[src/rtl/fst_pkg.sv]
// fst_pkg: types and constants shared by the flow statistics table.
// No dependencies.
package fst_pkg;
    localparam int unsigned FLOW_ENTRIES = 256;
    localparam int unsigned IDX_W = $clog2(FLOW_ENTRIES);
    localparam int unsigned CNT_W = IDX_W + 1;

    localparam logic [1:0] ST_UPDATED = 2'd0;
    localparam logic [1:0] ST_CREATED = 2'd1;
    localparam logic [1:0] ST_FULL    = 2'd2;

    localparam logic [2:0] CLS_UNKNOWN  = 3'd0;
    localparam logic [2:0] CLS_HTTP     = 3'd1;
    localparam logic [2:0] CLS_HTTPS    = 3'd2;
    localparam logic [2:0] CLS_REDIS    = 3'd4;
    localparam logic [2:0] CLS_MYSQL    = 3'd5;
    localparam logic [2:0] CLS_POSTGRES = 3'd6;

    typedef struct packed {
        logic [31:0] src_addr;
        logic [31:0] dst_addr;
        logic [15:0] src_port_num;
        logic [15:0] dst_port_num;
        logic [7:0]  ip_proto;
        logic        is_egress;
        logic [15:0] pkt_length;
        logic [63:0] now_ns;
    } t_req;

    typedef struct packed {
        logic [1:0]  status;
        logic [2:0]  app_class;
        logic [15:0] service_port;
        logic [31:0] total_packets;
        logic [47:0] flow_bytes;
        logic [31:0] dir_packets;
        logic [47:0] dir_bytes;
        logic [63:0] flow_age_ns;
    } t_rsp;

    typedef struct packed {
        logic [63:0] first_time;
        logic [31:0] pkt_total;
        logic [47:0] byte_total;
        logic [31:0] pkt_in;
        logic [47:0] byte_in;
        logic [31:0] pkt_eg;
        logic [47:0] byte_eg;
        logic [15:0] svc_port;
        logic [2:0]  svc_class;
    } t_entry;

    // controller -> datapath
    typedef struct packed {
        logic             load;
        logic             rd_en;
        logic [IDX_W-1:0] rd_idx;
        logic             cmp_en;
        logic             wr_hit;
        logic             wr_new;
        logic             rsp_full;
        logic [IDX_W-1:0] wr_idx;
    } t_cmd;

    // datapath -> controller
    typedef struct packed {
        logic match;
    } t_sts;

    function automatic logic [2:0] port_class(input logic [15:0] port);
        logic [2:0] c;
        case (port)
            16'd80:   c = CLS_HTTP;
            16'd443:  c = CLS_HTTPS;
            16'd3306: c = CLS_MYSQL;
            16'd5432: c = CLS_POSTGRES;
            16'd6379: c = CLS_REDIS;
            default:  c = CLS_UNKNOWN;
        endcase
        return c;
    endfunction
endpackage

[src/rtl/fst_ctrl.sv]
// fst_ctrl: sequencer for search, hit update and insert of one request.
// Depends on fst_pkg. Owns the valid bits.
module fst_ctrl import fst_pkg::*; (
    input  logic       i_clk,
    input  logic       i_rst_n,
    input  logic       i_req_valid,
    output logic       o_req_ready,
    output logic       o_rsp_valid,
    input  logic       i_rsp_ready,
    output t_cmd       o_cmd,
    input  t_sts       i_sts
);
    typedef enum logic [2:0] {S_IDLE, S_SCAN, S_CHECK, S_WRITE, S_OUT} t_state;

    t_state                 r_state;
    logic [FLOW_ENTRIES-1:0] r_valid;
    logic [CNT_W-1:0]       r_idx;
    logic [IDX_W-1:0]       r_chk_idx;
    logic                   r_chk;
    logic                   r_hit;
    logic [IDX_W-1:0]       r_hit_idx;
    logic                   r_free_found;
    logic [IDX_W-1:0]       r_free_idx;
    logic                   r_rsp_valid;
    logic                   n_hit;

    assign o_req_ready = (r_state == S_IDLE);
    assign o_rsp_valid = r_rsp_valid;
    assign n_hit = r_chk && i_sts.match && !r_hit;

    always_comb begin
        o_cmd = '0;
        o_cmd.load = (r_state == S_IDLE) && i_req_valid;
        o_cmd.rd_idx = r_idx[IDX_W-1:0];
        o_cmd.rd_en = (r_state == S_SCAN) && r_valid[r_idx[IDX_W-1:0]] && !r_hit && !n_hit;
        o_cmd.cmp_en = r_chk;
        o_cmd.wr_idx = r_hit ? r_hit_idx : r_free_idx;
        if (r_state == S_WRITE) begin
            o_cmd.wr_hit = r_hit;
            o_cmd.wr_new = !r_hit && r_free_found;
            o_cmd.rsp_full = !r_hit && !r_free_found;
        end
    end

    always_ff @(posedge i_clk) begin
        if (!i_rst_n) begin
            r_state <= S_IDLE;
            r_valid <= '0;
            r_idx <= '0;
            r_chk <= 1'b0;
            r_hit <= 1'b0;
            r_free_found <= 1'b0;
            r_rsp_valid <= 1'b0;
        end else begin
            case (r_state)
                S_IDLE: begin
                    if (i_req_valid) begin
                        r_state <= S_SCAN;
                        r_idx <= '0;
                        r_chk <= 1'b0;
                        r_hit <= 1'b0;
                        r_free_found <= 1'b0;
                    end
                end
                S_SCAN: begin
                    r_chk <= o_cmd.rd_en;
                    r_chk_idx <= r_idx[IDX_W-1:0];
                    if (n_hit) begin
                        r_hit <= 1'b1;
                        r_hit_idx <= r_chk_idx;
                    end
                    if (!r_valid[r_idx[IDX_W-1:0]] && !r_free_found) begin
                        r_free_found <= 1'b1;
                        r_free_idx <= r_idx[IDX_W-1:0];
                    end
                    if (r_idx == CNT_W'(FLOW_ENTRIES - 1)) begin
                        r_state <= S_CHECK;
                    end
                    r_idx <= r_idx + 1'b1;
                end
                S_CHECK: begin
                    r_chk <= 1'b0;
                    if (n_hit) begin
                        r_hit <= 1'b1;
                        r_hit_idx <= r_chk_idx;
                    end
                    r_state <= S_WRITE;
                end
                S_WRITE: begin
                    if (!r_hit && r_free_found) begin
                        r_valid[r_free_idx] <= 1'b1;
                    end
                    r_rsp_valid <= 1'b1;
                    r_state <= S_OUT;
                end
                S_OUT: begin
                    if (i_rsp_ready) begin
                        r_rsp_valid <= 1'b0;
                        r_state <= S_IDLE;
                    end
                end
                default: r_state <= S_IDLE;
            endcase
        end
    end
endmodule

[config.mk]
export PLATFORM = sky130hd
export DESIGN_NAME = fst_ctrl
export DESIGN_NICKNAME = d
export VERILOG_FILES = /design/src/rtl/fst_pkg.sv /design/src/rtl/fst_ctrl.sv
export SDC_FILE = /design/constraint.sdc
export NUM_CORES = 1
export LEC_CHECK = 0
export ABC_CLOCK_PERIOD_IN_PS = 3600
export BUFFER_PORTS_ARGS = -buffer_cell sky130_fd_sc_hd__buf_2
export CAP_MARGIN = 15
export CORE_MARGIN = 5
export CORE_UTILIZATION = 25
export CTS_BUF_LIST = sky130_fd_sc_hd__clkbuf_4
export DETAILED_ROUTE_END_ITERATION = 7
export GPL_TIMING_DRIVEN = 0
export PLACE_DENSITY = 0.38
export SYNTH_ARGS = -nofsm -noshare
export SYNTH_HDL_FRONTEND = slang
export SYNTH_SLANG_ARGS = --single-unit
[constraint.sdc]
create_clock -name i_clk -period 3.6 [get_ports i_clk]
set_clock_uncertainty 0.15 [all_clocks]
set_input_delay 0 -clock i_clk [delete_from_list [all_inputs] [get_ports i_clk]]
set_output_delay 0 -clock i_clk [all_outputs]
set_load 0.1 [all_outputs]
# --- Word-level counts from Yosys, hierarchy flattened ---
# Index checks and enable logic that the tools add are counted.
classes:
  n_addsub: 1
  order_cmp: 3
  n_eq_ne: 10
  n_mux: 20
  n_bitwise: 1
  reduce_logical: 30
op_table:
  columns: ["operator", "count"]
  rows:
  - ["256-bit OR", 1]
  - ["8-bit by 9-bit < comparator with 1-bit output (second input constant)", 2]
  - ["9-bit case mux with 2 select lines", 1]
  - ["3-bit case mux with 5 select lines", 1]
  - ["3-bit AND reduction", 5]
  - ["3-bit 2-to-1 mux", 4]
  - ["1-bit logical AND", 10]
  - ["2-bit AND reduction", 5]
  - ["9-bit by 1-bit adder with 9-bit output (second input constant)", 1]
  - ["9-bit by 8-bit equality test with 1-bit output (second input constant)", 1]
  - ["9-bit 2-to-1 mux", 1]
  - ["1-bit binary-select mux with 8-bit select", 1]
  - ["1-bit demux with 8-bit select", 1]
  - ["8-bit by 1-bit >= comparator with 1-bit output (second input constant)", 1]
  - ["8-bit 2-to-1 mux", 1]
  - ["3-bit by 2-bit equality test with 1-bit output (second input constant)", 2]
  - ["1-bit 2-to-1 mux", 6]
  - ["2-bit by 1-bit inequality test with 1-bit output (second input constant)", 3]
  - ["1-bit case mux with 2 select lines", 3]
  - ["2-bit nonzero test", 3]
  - ["1-bit logical NOT", 4]
  - ["2-bit inequality test (second input constant)", 2]
  - ["3-bit by 1-bit equality test with 1-bit output (second input constant)", 1]
  - ["3-bit equality test (second input constant)", 1]
  - ["other kinds (4)", 4]
word_totals:
  regBits: 296
  in_bits: 5
  word_cells: 75

# --- Longest topological paths before layout ---
# Gate-level depths: netlist (run 1).
logic_depth:
  ltp_word: 6
  depth_mapped: 11

# --- Least setup slack after synthesis (run 1) ---
# OpenSTA, ideal clock, no wires.
synth_path:
  path_type: "register to output"
  from: "register r_idx[2]"
  to: "output o_cmd[20] (netlist bit)"
  arrival_ns: 4.989
  slack_ns: -1.539
  path_stages_with_launch: 10
  path_buffers: 5
  cell_sequence: "dfxtp_1 > buf_2 > buf_4 > buf_2 > buf_2 > buf_2 > a31oi_1 > a211oi_2 > a31oi_4 > nor4b_1"
synth_rtl:
  columns: ["element", "line", "source"]
  rows:
  - ["from (decl)", "fst_ctrl.sv:17", "logic [CNT_W-1:0] r_idx;"]
  - ["from (signal assigned)", "fst_ctrl.sv:79", "r_idx <= r_idx + 1'b1;"]
  - ["to (decl)", "fst_ctrl.sv:10", "output t_cmd o_cmd,"]

==> results.yml, run 1 <==
synth:
  async_flop_share_pct: 0
  synthAdderAreaFrac_pct: 0.2003
  synth-xor-area-share_pct: 0
  synth_compound_area_share_pct: 18.94
  ys.flop_type: "dfxtp_1"
  ys_warn_count: 0
  synth_top_family_by_area: "compound AO/OA/AOI/OAI gates"
  ys_seq_area_share_pct: 49.35
  netlist_instances: 1259
  synth_cell_type_count: 59
  syn_nets: 1266
  yosys_register_bits: 296
  synth_area_per_cell_um2: 9.923
  synth_area_um2: 12490
  synth_edf_count: 24
  synth_simple_gate_area_share_pct: 15.43
  synthMuxAreaShare_pct: 11.98
grt:
  overflow: 0
  antenna_found_initial: 2
  grt_pass1_wl_mm: 66.36
  grt_usage_pct: 16.55
  grt_pass1_vias: 9920
  grt_max_degree: 12
hold_path:
  worstHoldPathType: "input port to register"
  min-delay-start: "i_rst_n"
final_layout:
  finalInstanceArea_um2: 15170
  seqCellArea_um2: 6178
  area_delta_synth_final_pct: 21.42
  fillers: 5291
  layout.nets: 1403
  multi_input_area_um2: 5956
  drive_gt1_share_pct: 21.60
  final_cells: 2137
floorplan:
  die_area_um2: 54540
  core_um2: 49760
  die_w_um: 233.5
  initial_core_util_pct: 25.11
  die_y_um: 233.5
  pin_count: 29
  rows: 82
setup_path:
  setup.worst_path.start: "r_idx[0]$_SDFFE_PN0P_"
  crit_top_cell: "buf_12"
  path_delay_family: "compound AO/OA/AOI/OAI gates"
  r2r-start: "r_idx[0]$_SDFFE_PN0P_"
  worstPathRequired_ns: 3.45
  critPathCaptureType: "primary output"
  critPathMaxStageDelay_ns: 0.55
  critical_path_buf_inv_count: 3
  critPathSlowestCell: "mux4_2"
  arrival_ns: 3.41
  worstSetupPathType: "register to primary output"
  cp_max_fo: 8
  cp-start-kind: "register"
  path_cells: "buf_12 -> buf_12 -> mux4_2 -> a22oi_2 -> a31oi_2 -> a22o_1 -> or3_4 -> a31oi_4 -> nor4b_4 -> buf_6"
routing:
  drtIter0Drc: 487
  wl_per_cell_um: 21.05
  vias_per_cell: 4.649
  first_pass_iters: 4
  wl_mm: 44.99
  vias: 9934
  drc: 0
  ant_nets: 0
clock_network:
  cts_sinks: 296
  ctsLongestPathBuffers: 3
  clk_latency_ns: 0.76
  cts_tree: "built"
  numCtsBuffers: 84
  root_buffer: "clkbuf_4"
  path_clk_slew_ns: 0.06
  htreeDepth: 3
status:
  status: "finished, final reports clean"
pwr:
  p_per_area_nw_per_um2: 447.7
  p_leak_nw: 5.207
  ir_drop_mv: 0.1627
placement:
  gp_congestion: 0.8143
  dp.cells: 1960
  io_buffers: 28
  placed_cell_area_um2: 13510
  place_hpwl_mm: 30.41
timing:
  rsz0062_at_grt: "yes"
  timing.hold.ws_ns: 0.08821
  period_share_pct: 98.81
  setup_viol: 0
  maxSlewHeadroom_pct: 26.10
  period_needed_ns: 3.557
  finalHoldViolations: 0
  slew_violations: 0
  max_freq_mhz: 281.1
  worst_slew_pin_slew_ns: 1.109
job:
  max-cap-violations: 0
repair_timing:
action | in CTS | in global routing
cloned | 0 | 2
setup endpoints to repair | 11 | 29
endpoints found under the hold margin | 30 | 0
gates resized for setup | 79 | 26
setup buffers | 10 | 4
pin swaps | 4 | 12
hold buffers | 6 | 0
registers in the layout, summed over array words and instances, names as in the netlist:
signal	count
r_valid	256
r_idx	9
r_chk_idx	8
r_free_idx	8
r_hit_idx	8
r_state	3
o_rsp_valid	1
r_chk	1
r_free_found	1
r_hit	1
cell type report:
| cell class | count | share of cell area [%] |
|---|---|---|
| flip-flops and latches | 296 | 40.73 |
| clock buffers | 126 | 6.236 |
| clock inverters | 27 | 0.7341 |
| well taps | 672 | 5.543 |
| repair buffers | 51 | 2.788 |
| inverters | 5 | 0.1320 |
| multi-input cells | 849 | 39.26 |
| diodes | 2 | 0.03299 |
| plain buffers | 109 | 4.545 |
report_power, final:
group | switching (mW) | total, mW | internal [mW]
Sequential | 0.0122 | 3.34 | 3.33
Combinational | 0.250 | 0.363 | 0.113
Clock | 1.49 | 3.09 | 1.60
Total | 1.75 | 6.79 | 5.04
cells in the final DEF, fill, tap and decap left out, types with 6 or more instances in the layout:
master / n
nor2_1: 276
dfxtp_1: 266
o21a_1: 258
clkbuf_4: 132
clkbuf_1: 67
nand2_1: 63
mux4_2: 50
buf_2: 29
nand3_1: 27
edfxtp_1: 24
buf_4: 23
clkinv_1: 23
mux2i_1: 17
nor2b_1: 13
mux2_2: 12
nand2b_1: 10
buf_12: 10
a22oi_1: 10
nand4_1: 10
and2_1: 8
nor3_1: 8
buf_6: 7
a21oi_1: 7
dlygate4sd3_1: 6
cell families after synthesis:
group	Yosys count
DFF	296
AOI/OAI and AO/OA	315
muxes	85
and+or+nand+nor	447
adders and majority gates	2
buffers and inverters	114
cell usage after synthesis, drive strengths merged, types with 4 or more instances:
cell type | number | area, µm²
a21oi | 7 | 35.03
a22oi | 15 | 112.6
a31oi | 7 | 58.81
and2 | 8 | 50.05
and3 | 5 | 31.28
buf | 32 | 202.7
clkbuf | 77 | 290.3
dfxtp | 272 | 5445
edfxtp | 24 | 720.7
inv | 4 | 15.01
mux2 | 13 | 146.4
mux2i | 22 | 220.2
mux4 | 50 | 1130
nand2 | 63 | 236.5
nand2b | 10 | 62.56
nand3 | 28 | 140.1
nand3b | 5 | 37.54
nand4 | 10 | 62.56
nor2 | 277 | 1040
nor2b | 15 | 93.84
nor3 | 11 | 55.05
o21a | 258 | 1937
o21ai | 7 | 35.03
layer usage:
| layer | routed length, µm | GRT usage (%) | share of wire, % |
|---|---|---|---|
| met5 | 0 | 0 | 0 |
| met4 | 1256 | 5.597 | 2.8 |
| met3 | 2127 | 4.084 | 4.7 |
| met2 | 19780 | 25.36 | 44 |
| met1 | 21830 | 22.85 | 49 |
per-stage QoR:
step / utilization (%) / setup TNS, ns / setup WS (ns) / power, mW
2_1_floorplan: - / -0.1312 / -0.05315 / 3.619
3_5_place_dp: 27.15 / -5.294 / -0.6204 / 3.726
3_3_place_gp: 27.12 / -6.620 / -0.7476 / 3.726
5_1_grt: 30.49 / -0.1248 / -0.1248 / 7.135
6_report: 30.49 / 0 / 0.04289 / 6.792
4_1_cts: 30.10 / -0.1072 / -0.1072 / 6.929
worst min-delay path, delay by kind of cell:
kind / cells / cell delay (ns)
compound gates: 1 / 0.04
simple gates: 2 / 0.22
buf+inv: 2 / 0.67
final timing paths:
kind                        endpoint  slack [ns]  cells after the start
max                        o_cmd[20]        0.04                     10
min               r_chk$_SDFFE_PN0P_        0.09                      5
max reg2reg  r_free_idx[2]$_DFFE_PP_        0.19                     11
min reg2reg   r_hit_idx[6]$_DFFE_PP_        0.27                      0
Power figures use the tool's default switching activity.
==> run 2, diff against run 1 <==
- ABC_CLOCK_PERIOD_IN_PS: 3600 -> 4180
- clock period: 3.6 -> 4.18 ns (I/O delays scaled with it)
==> results.yml, run 2 (same netlist as run 1, synthesis figures left out) <==
status:
  status: "finished, final reports clean"
pwr:
  p_per_area_nw_per_um2: 396.9
  ir_drop_mv: 0.1541
  p_leak_nw: 5.050
setup_path:
  reg2reg_to: "r_free_idx[6]$_DFFE_PP_"
  reg2reg_slack_ns: 0.41
  cp-start-kind: "register"
  worstSetupPathType: "register to primary output"
  arrival_ns: 3.83
  cp_max_fo: 10
  r2r-start: "r_idx[4]$_SDFFE_PN0P_"
  critPathCaptureType: "primary output"
  rr_worst_depth: 10
  worstPathRequired_ns: 4.03
routing:
  wl_per_cell_um: 21.13
  ant_nets: 0
  vias_per_cell: 4.713
  vias: 9953
  wl_mm: 44.64
  first_pass_iters: 5
  drtIter0Drc: 537
  drc: 0
final_layout:
  area_delta_synth_final_pct: 17.59
  final_cell_mix: "nor2_1 (276), dfxtp_1 (271), o21a_1 (258)"
  final_common_cell: "nor2_1"
  drive_gt1_share_pct: 19.09
  top_register: "r_valid"
  finalInstanceArea_um2: 14690
  top_regs: "r_valid: 256 flops, r_idx: 9 flops"
  layout.nets: 1395
  largest_register_ffs: 256
  finish.utilization_pct: 29.52
timing:
  period_share_pct: 95.30
  slew_violations: 0
  maxSlewHeadroom_pct: 24.96
  finalHoldViolations: 0
  fin_ws_ns: 0.1964
  period_needed_ns: 3.984
  setup_viol: 0
  worst_slew_pin_slew_ns: 1.126
  fin_tns_setup_ns: 0
  max_freq_mhz: 251.0
floorplan:
  core_um2: 49760
  initial_core_util_pct: 25.11
  die_w_um: 233.5
  pin_count: 29
  die_area_um2: 54540
  die_y_um: 233.5
  rows: 82
clock_network:
  cts_sinks: 296
  clk_latency_ns: 0.81
  numCtsBuffers: 88
  root_buffer: "clkbuf_4"
  htreeDepth: 3
  cts_tree: "built"
  ctsLongestPathBuffers: 3
  path_clk_slew_ns: 0.06
placement:
  placed_cell_area_um2: 13500
  place_hpwl_mm: 30.53
  io_buffers: 28
  gp_congestion: 0.8131
  dp_slack_ns: -0.1550
hold_path:
  min-delay-start: "i_req_valid"
  hold_path_depth: 5
  min_to: "r_idx[7]$_SDFFE_PN0P_"
  worstHoldPathType: "input port to register"
job:
  max-cap-violations: 0
grt:
  antenna_found_initial: 2
  grt_pass1_wl_mm: 66.20
  grt_usage_pct: 16.45
  grt_max_degree: 12
  grt_pass1_vias: 10020
  overflow: 0
[run 2: cell types whose count changed in the layout (fill, tap and decap cells not counted), moves of 3 or more]
cell / delta
clkinv_1: -15
buf_12: -10
a22oi_1: +5
a22oi_2: -5
buf_2: +5
clkbuf_2: +5
dfxtp_1: +5
mux2i_1: +5
mux2i_2: -5
buf_6: -4
dfxtp_2: -4
clkbuf_4: -3
diode_2: +3
dlygate4sd3_1: +3
[run 2: per-layer routing]
layer	vias up	track usage, %	share of wire [%]
met2	215	25.89	45
met1	4933	22.89	49
met5	-	0	0
met4	0	4.606	2.2
li1	4723	-	-
met3	82	3.501	4.2
[run 2: how the worst max path moves through the flow]
stage	end	cells after the start	startpoint
after floorplan	o_cmd[20]	9	r_idx[2]$_SDFFE_PN0P_
after global placement	r_free_idx[1]$_DFFE_PP_	9	r_idx[4]$_SDFFE_PN0P_
after detailed placement	r_free_idx[1]$_DFFE_PP_	9	r_idx[4]$_SDFFE_PN0P_
after CTS	o_cmd[20]	10	r_idx[4]$_SDFFE_PN0P_
after global routing	o_cmd[20]	10	r_idx[2]$_SDFFE_PN0P_
final	o_cmd[20]	9	r_idx[1]$_SDFFE_PN0P_
[run 2: what timing repair did]
| action | 4_1_cts | 5_1_grt |
|---|---|---|
| gates resized for setup | 21 | 10 |
| buffers inserted | 0 | 1 |
| hold buffers | 9 | 0 |
| endpoints found under the setup margin | 9 | 1 |
| endpoints found under the hold margin | 30 | 0 |
[run 2: stage by stage]
stage	hold slack, ns	instances	total power [mW]
6_report	0.2128	2112	5.831
2_1_floorplan	0.03439	1259	3.116
5_1_grt	0.1930	2109	6.101
3_5_place_dp	0.1559	1960	3.209
3_3_place_gp	0.1666	1959	3.210
4_1_cts	0.1276	2106	5.950
[run 2: area by class of cell]
class	instances	area, µm²
fillers	5332	35070
clock buffers	127	953.4
flip-flops and latches	296	6170
clock inverters	10	63.81
repair buffers	39	247.7
multi-input cells	849	5846
diodes	5	12.51
well taps	672	840.8
inverters	5	20.02
plain buffers	109	536.8
[run 2: report_power, final]
part	leakage [nW]	internal (mW)	switching [mW]	total, mW
sequential	2.41	2.87	0.0105	2.88
clock	0.615	1.42	1.26	2.68
combinational	2.02	0.0720	0.204	0.276
total	5.05	4.36	1.47	5.83
[run 2: worst max-delay path: stages, from the launching register on]
cell and delay, ns:
dfxtp_1 0.50, buf_2 0.34, nor2b_1 0.67, nand2_1 0.13
a31oi_1 0.36, a22o_1 0.17, or3_1 0.13, a31oi_4 0.14
nor4b_2 0.28, buf_4 0.33
==> run 3, diff against run 2 <==
- ABC_CLOCK_PERIOD_IN_PS: 4180 -> default
- clock period: 4.18 -> 4.45 ns (I/O delays scaled with it)
==> results.yml, run 3 (same netlist as run 1, synthesis figures left out) <==
status:
  status: "finished, final reports clean"
final_layout:
  finalInstanceArea_um2: 14650
  layout.nets: 1394
  final_common_cell: "nor2_1"
  top_register: "r_valid"
  final_cell_mix: "nor2_1 (276), dfxtp_1 (271), o21a_1 (258)"
  area_delta_synth_final_pct: 17.24
  drive_gt1_share_pct: 18.62
  largest_register_ffs: 256
  top_regs: "r_valid: 256 flops, r_idx: 9 flops"
  finish.utilization_pct: 29.43
setup_path:
  crit_top_cell: "buf_2"
  path_delay_family: "buffers and inverters"
  reg2reg_slack_ns: 0.49
  critical_path_buf_inv_count: 4
  critPathSlowestCell: "clkinv_1"
  critPathCaptureType: "primary output"
  worstPathRequired_ns: 4.30
  critPathMaxStageDelay_ns: 0.48
  cp_max_fo: 10
  worstSetupPathType: "register to primary output"
  path_cells: "buf_2 -> buf_2 -> clkinv_1 -> o311ai_0 -> nor2_1 -> nand4_1 -> o211ai_1 -> a31oi_4 -> nor4b_2 -> buf_4"
  arrival_ns: 4.14
  rr_worst_depth: 9
  worst-path-stages: 10
  cp-start-kind: "register"
floorplan:
  die_w_um: 233.5
  die_y_um: 233.5
  core_um2: 49760
  rows: 82
  die_area_um2: 54540
  pin_count: 29
  initial_core_util_pct: 25.11
grt:
  grt_usage_pct: 16.45
  grt_max_degree: 12
  grt_busiest_layer: "met2"
  grt_util_met1_pct: 22.85
  grt_pass1_vias: 10020
  gr-usage-met3_pct: 3.501
  antenna_found_initial: 2
  use_met2_pct: 25.92
  grt_pass1_wl_mm: 66.18
  overflow: 0
placement:
  gp_congestion: 0.8131
  io_buffers: 28
  dp_slack_ns: 0.1150
  placed_cell_area_um2: 13500
  place_hpwl_mm: 30.53
routing:
  wl_mm: 44.61
  drtIter0Drc: 501
  drc: 0
  vias_per_cell: 4.696
  vias: 9913
  wl_per_cell_um: 21.13
  ant_nets: 0
  first_pass_iters: 7
clock_network:
  path_clk_slew_ns: 0.07
  ctsLongestPathBuffers: 3
  root_buffer: "clkbuf_4"
  cts_tree: "built"
  cts_sinks: 296
  cts_setup_buffers: 0
  numCtsBuffers: 88
  clk_latency_ns: 0.82
  htreeDepth: 3
pwr:
  p_leak_nw: 5.027
  combPwrFrac_pct: 4.7
  seq_power_share_pct: 49.3
  p_per_area_nw_per_um2: 373.8
  clkPwrFrac_pct: 46.0
  switching_share_pct: 25.25
  p_sw_mw: 1.383
  ir_drop_mv: 0.1454
  p_int_mw: 4.093
timing:
  fin_ws_ns: 0.1638
  maxSlewHeadroom_pct: 22.69
  period_needed_ns: 4.286
  worst_slew_pin_slew_ns: 1.160
  setup_viol: 0
  slew_violations: 0
  period_share_pct: 96.32
  timing.hold.ws_ns: 0.2021
  max_freq_mhz: 233.3
  finalHoldViolations: 0
hold_path:
  worstHoldPathType: "input port to register"
  hold_path_depth: 5
job:
  max-cap-violations: 0
==> run 3: final timing paths <==
kind	start	to
setup reg to reg	r_idx[4]$_SDFFE_PN0P_	r_free_idx[6]$_DFFE_PP_
setup / recovery	r_idx[4]$_SDFFE_PN0P_	o_cmd[20]
hold / removal	i_req_valid	r_idx[7]$_SDFFE_PN0P_
hold reg to reg	r_chk_idx[4]$_DFFE_PP_	r_hit_idx[4]$_DFFE_PP_
==> run 3: power by group through the flow <==
stage               clock [mW]  combinational [mW]  sequential [mW]
CTS                       2.63               0.261             2.70
detailed placement           0               0.254             2.76
global route              2.75               0.274             2.70
floorplan                    0               0.172             2.75
global placement             0               0.255             2.76
finish                    2.52               0.257             2.70
==> run 3: layout make-up <==
cell class,instances,area (µm²)
clock inverter,10,63.81
timing repair buffer,38,240.2
clock buffer,127,953.4
tap,672,840.8
sequential,296,6167
antenna,5,12.51
inverter,5,18.77
fill,5335,35110
multi-input combinational,849,5841
buffer,109,509.2
==> run 3: stage by stage <==
stage	setup TNS [ns]	power (mW)	instances
5_1_grt	-0.003038	5.728	2108
2_1_floorplan	0	2.927	1259
3_5_place_dp	0	3.014	1960
4_1_cts	0	5.589	2106
6_report	0	5.475	2111
3_3_place_gp	0	3.015	1959
==> run 3: per-layer routing <==
layer | vias to the layer above | share of wire [%]
met3 | 85 | 4.2
li1 | 4719 | -
met2 | 203 | 45
met5 | - | 0
met4 | 0 | 2.3
met1 | 4906 | 49
==> run 3: what timing repair did <==
item                                   in CTS  in global routing
gates resized for setup                     7                  8
hold buffers                                9                  0
setup endpoints to repair                   1                  1
endpoints found under the hold margin      30                  0
==> run 3: worst min-delay path, cell delays in order <==
cell	delay (ns)
dlygate4sd3_1	0.52
buf_2	0.12
nand2_1	0.21
nand3_1	0.16
a21boi_1	0.06
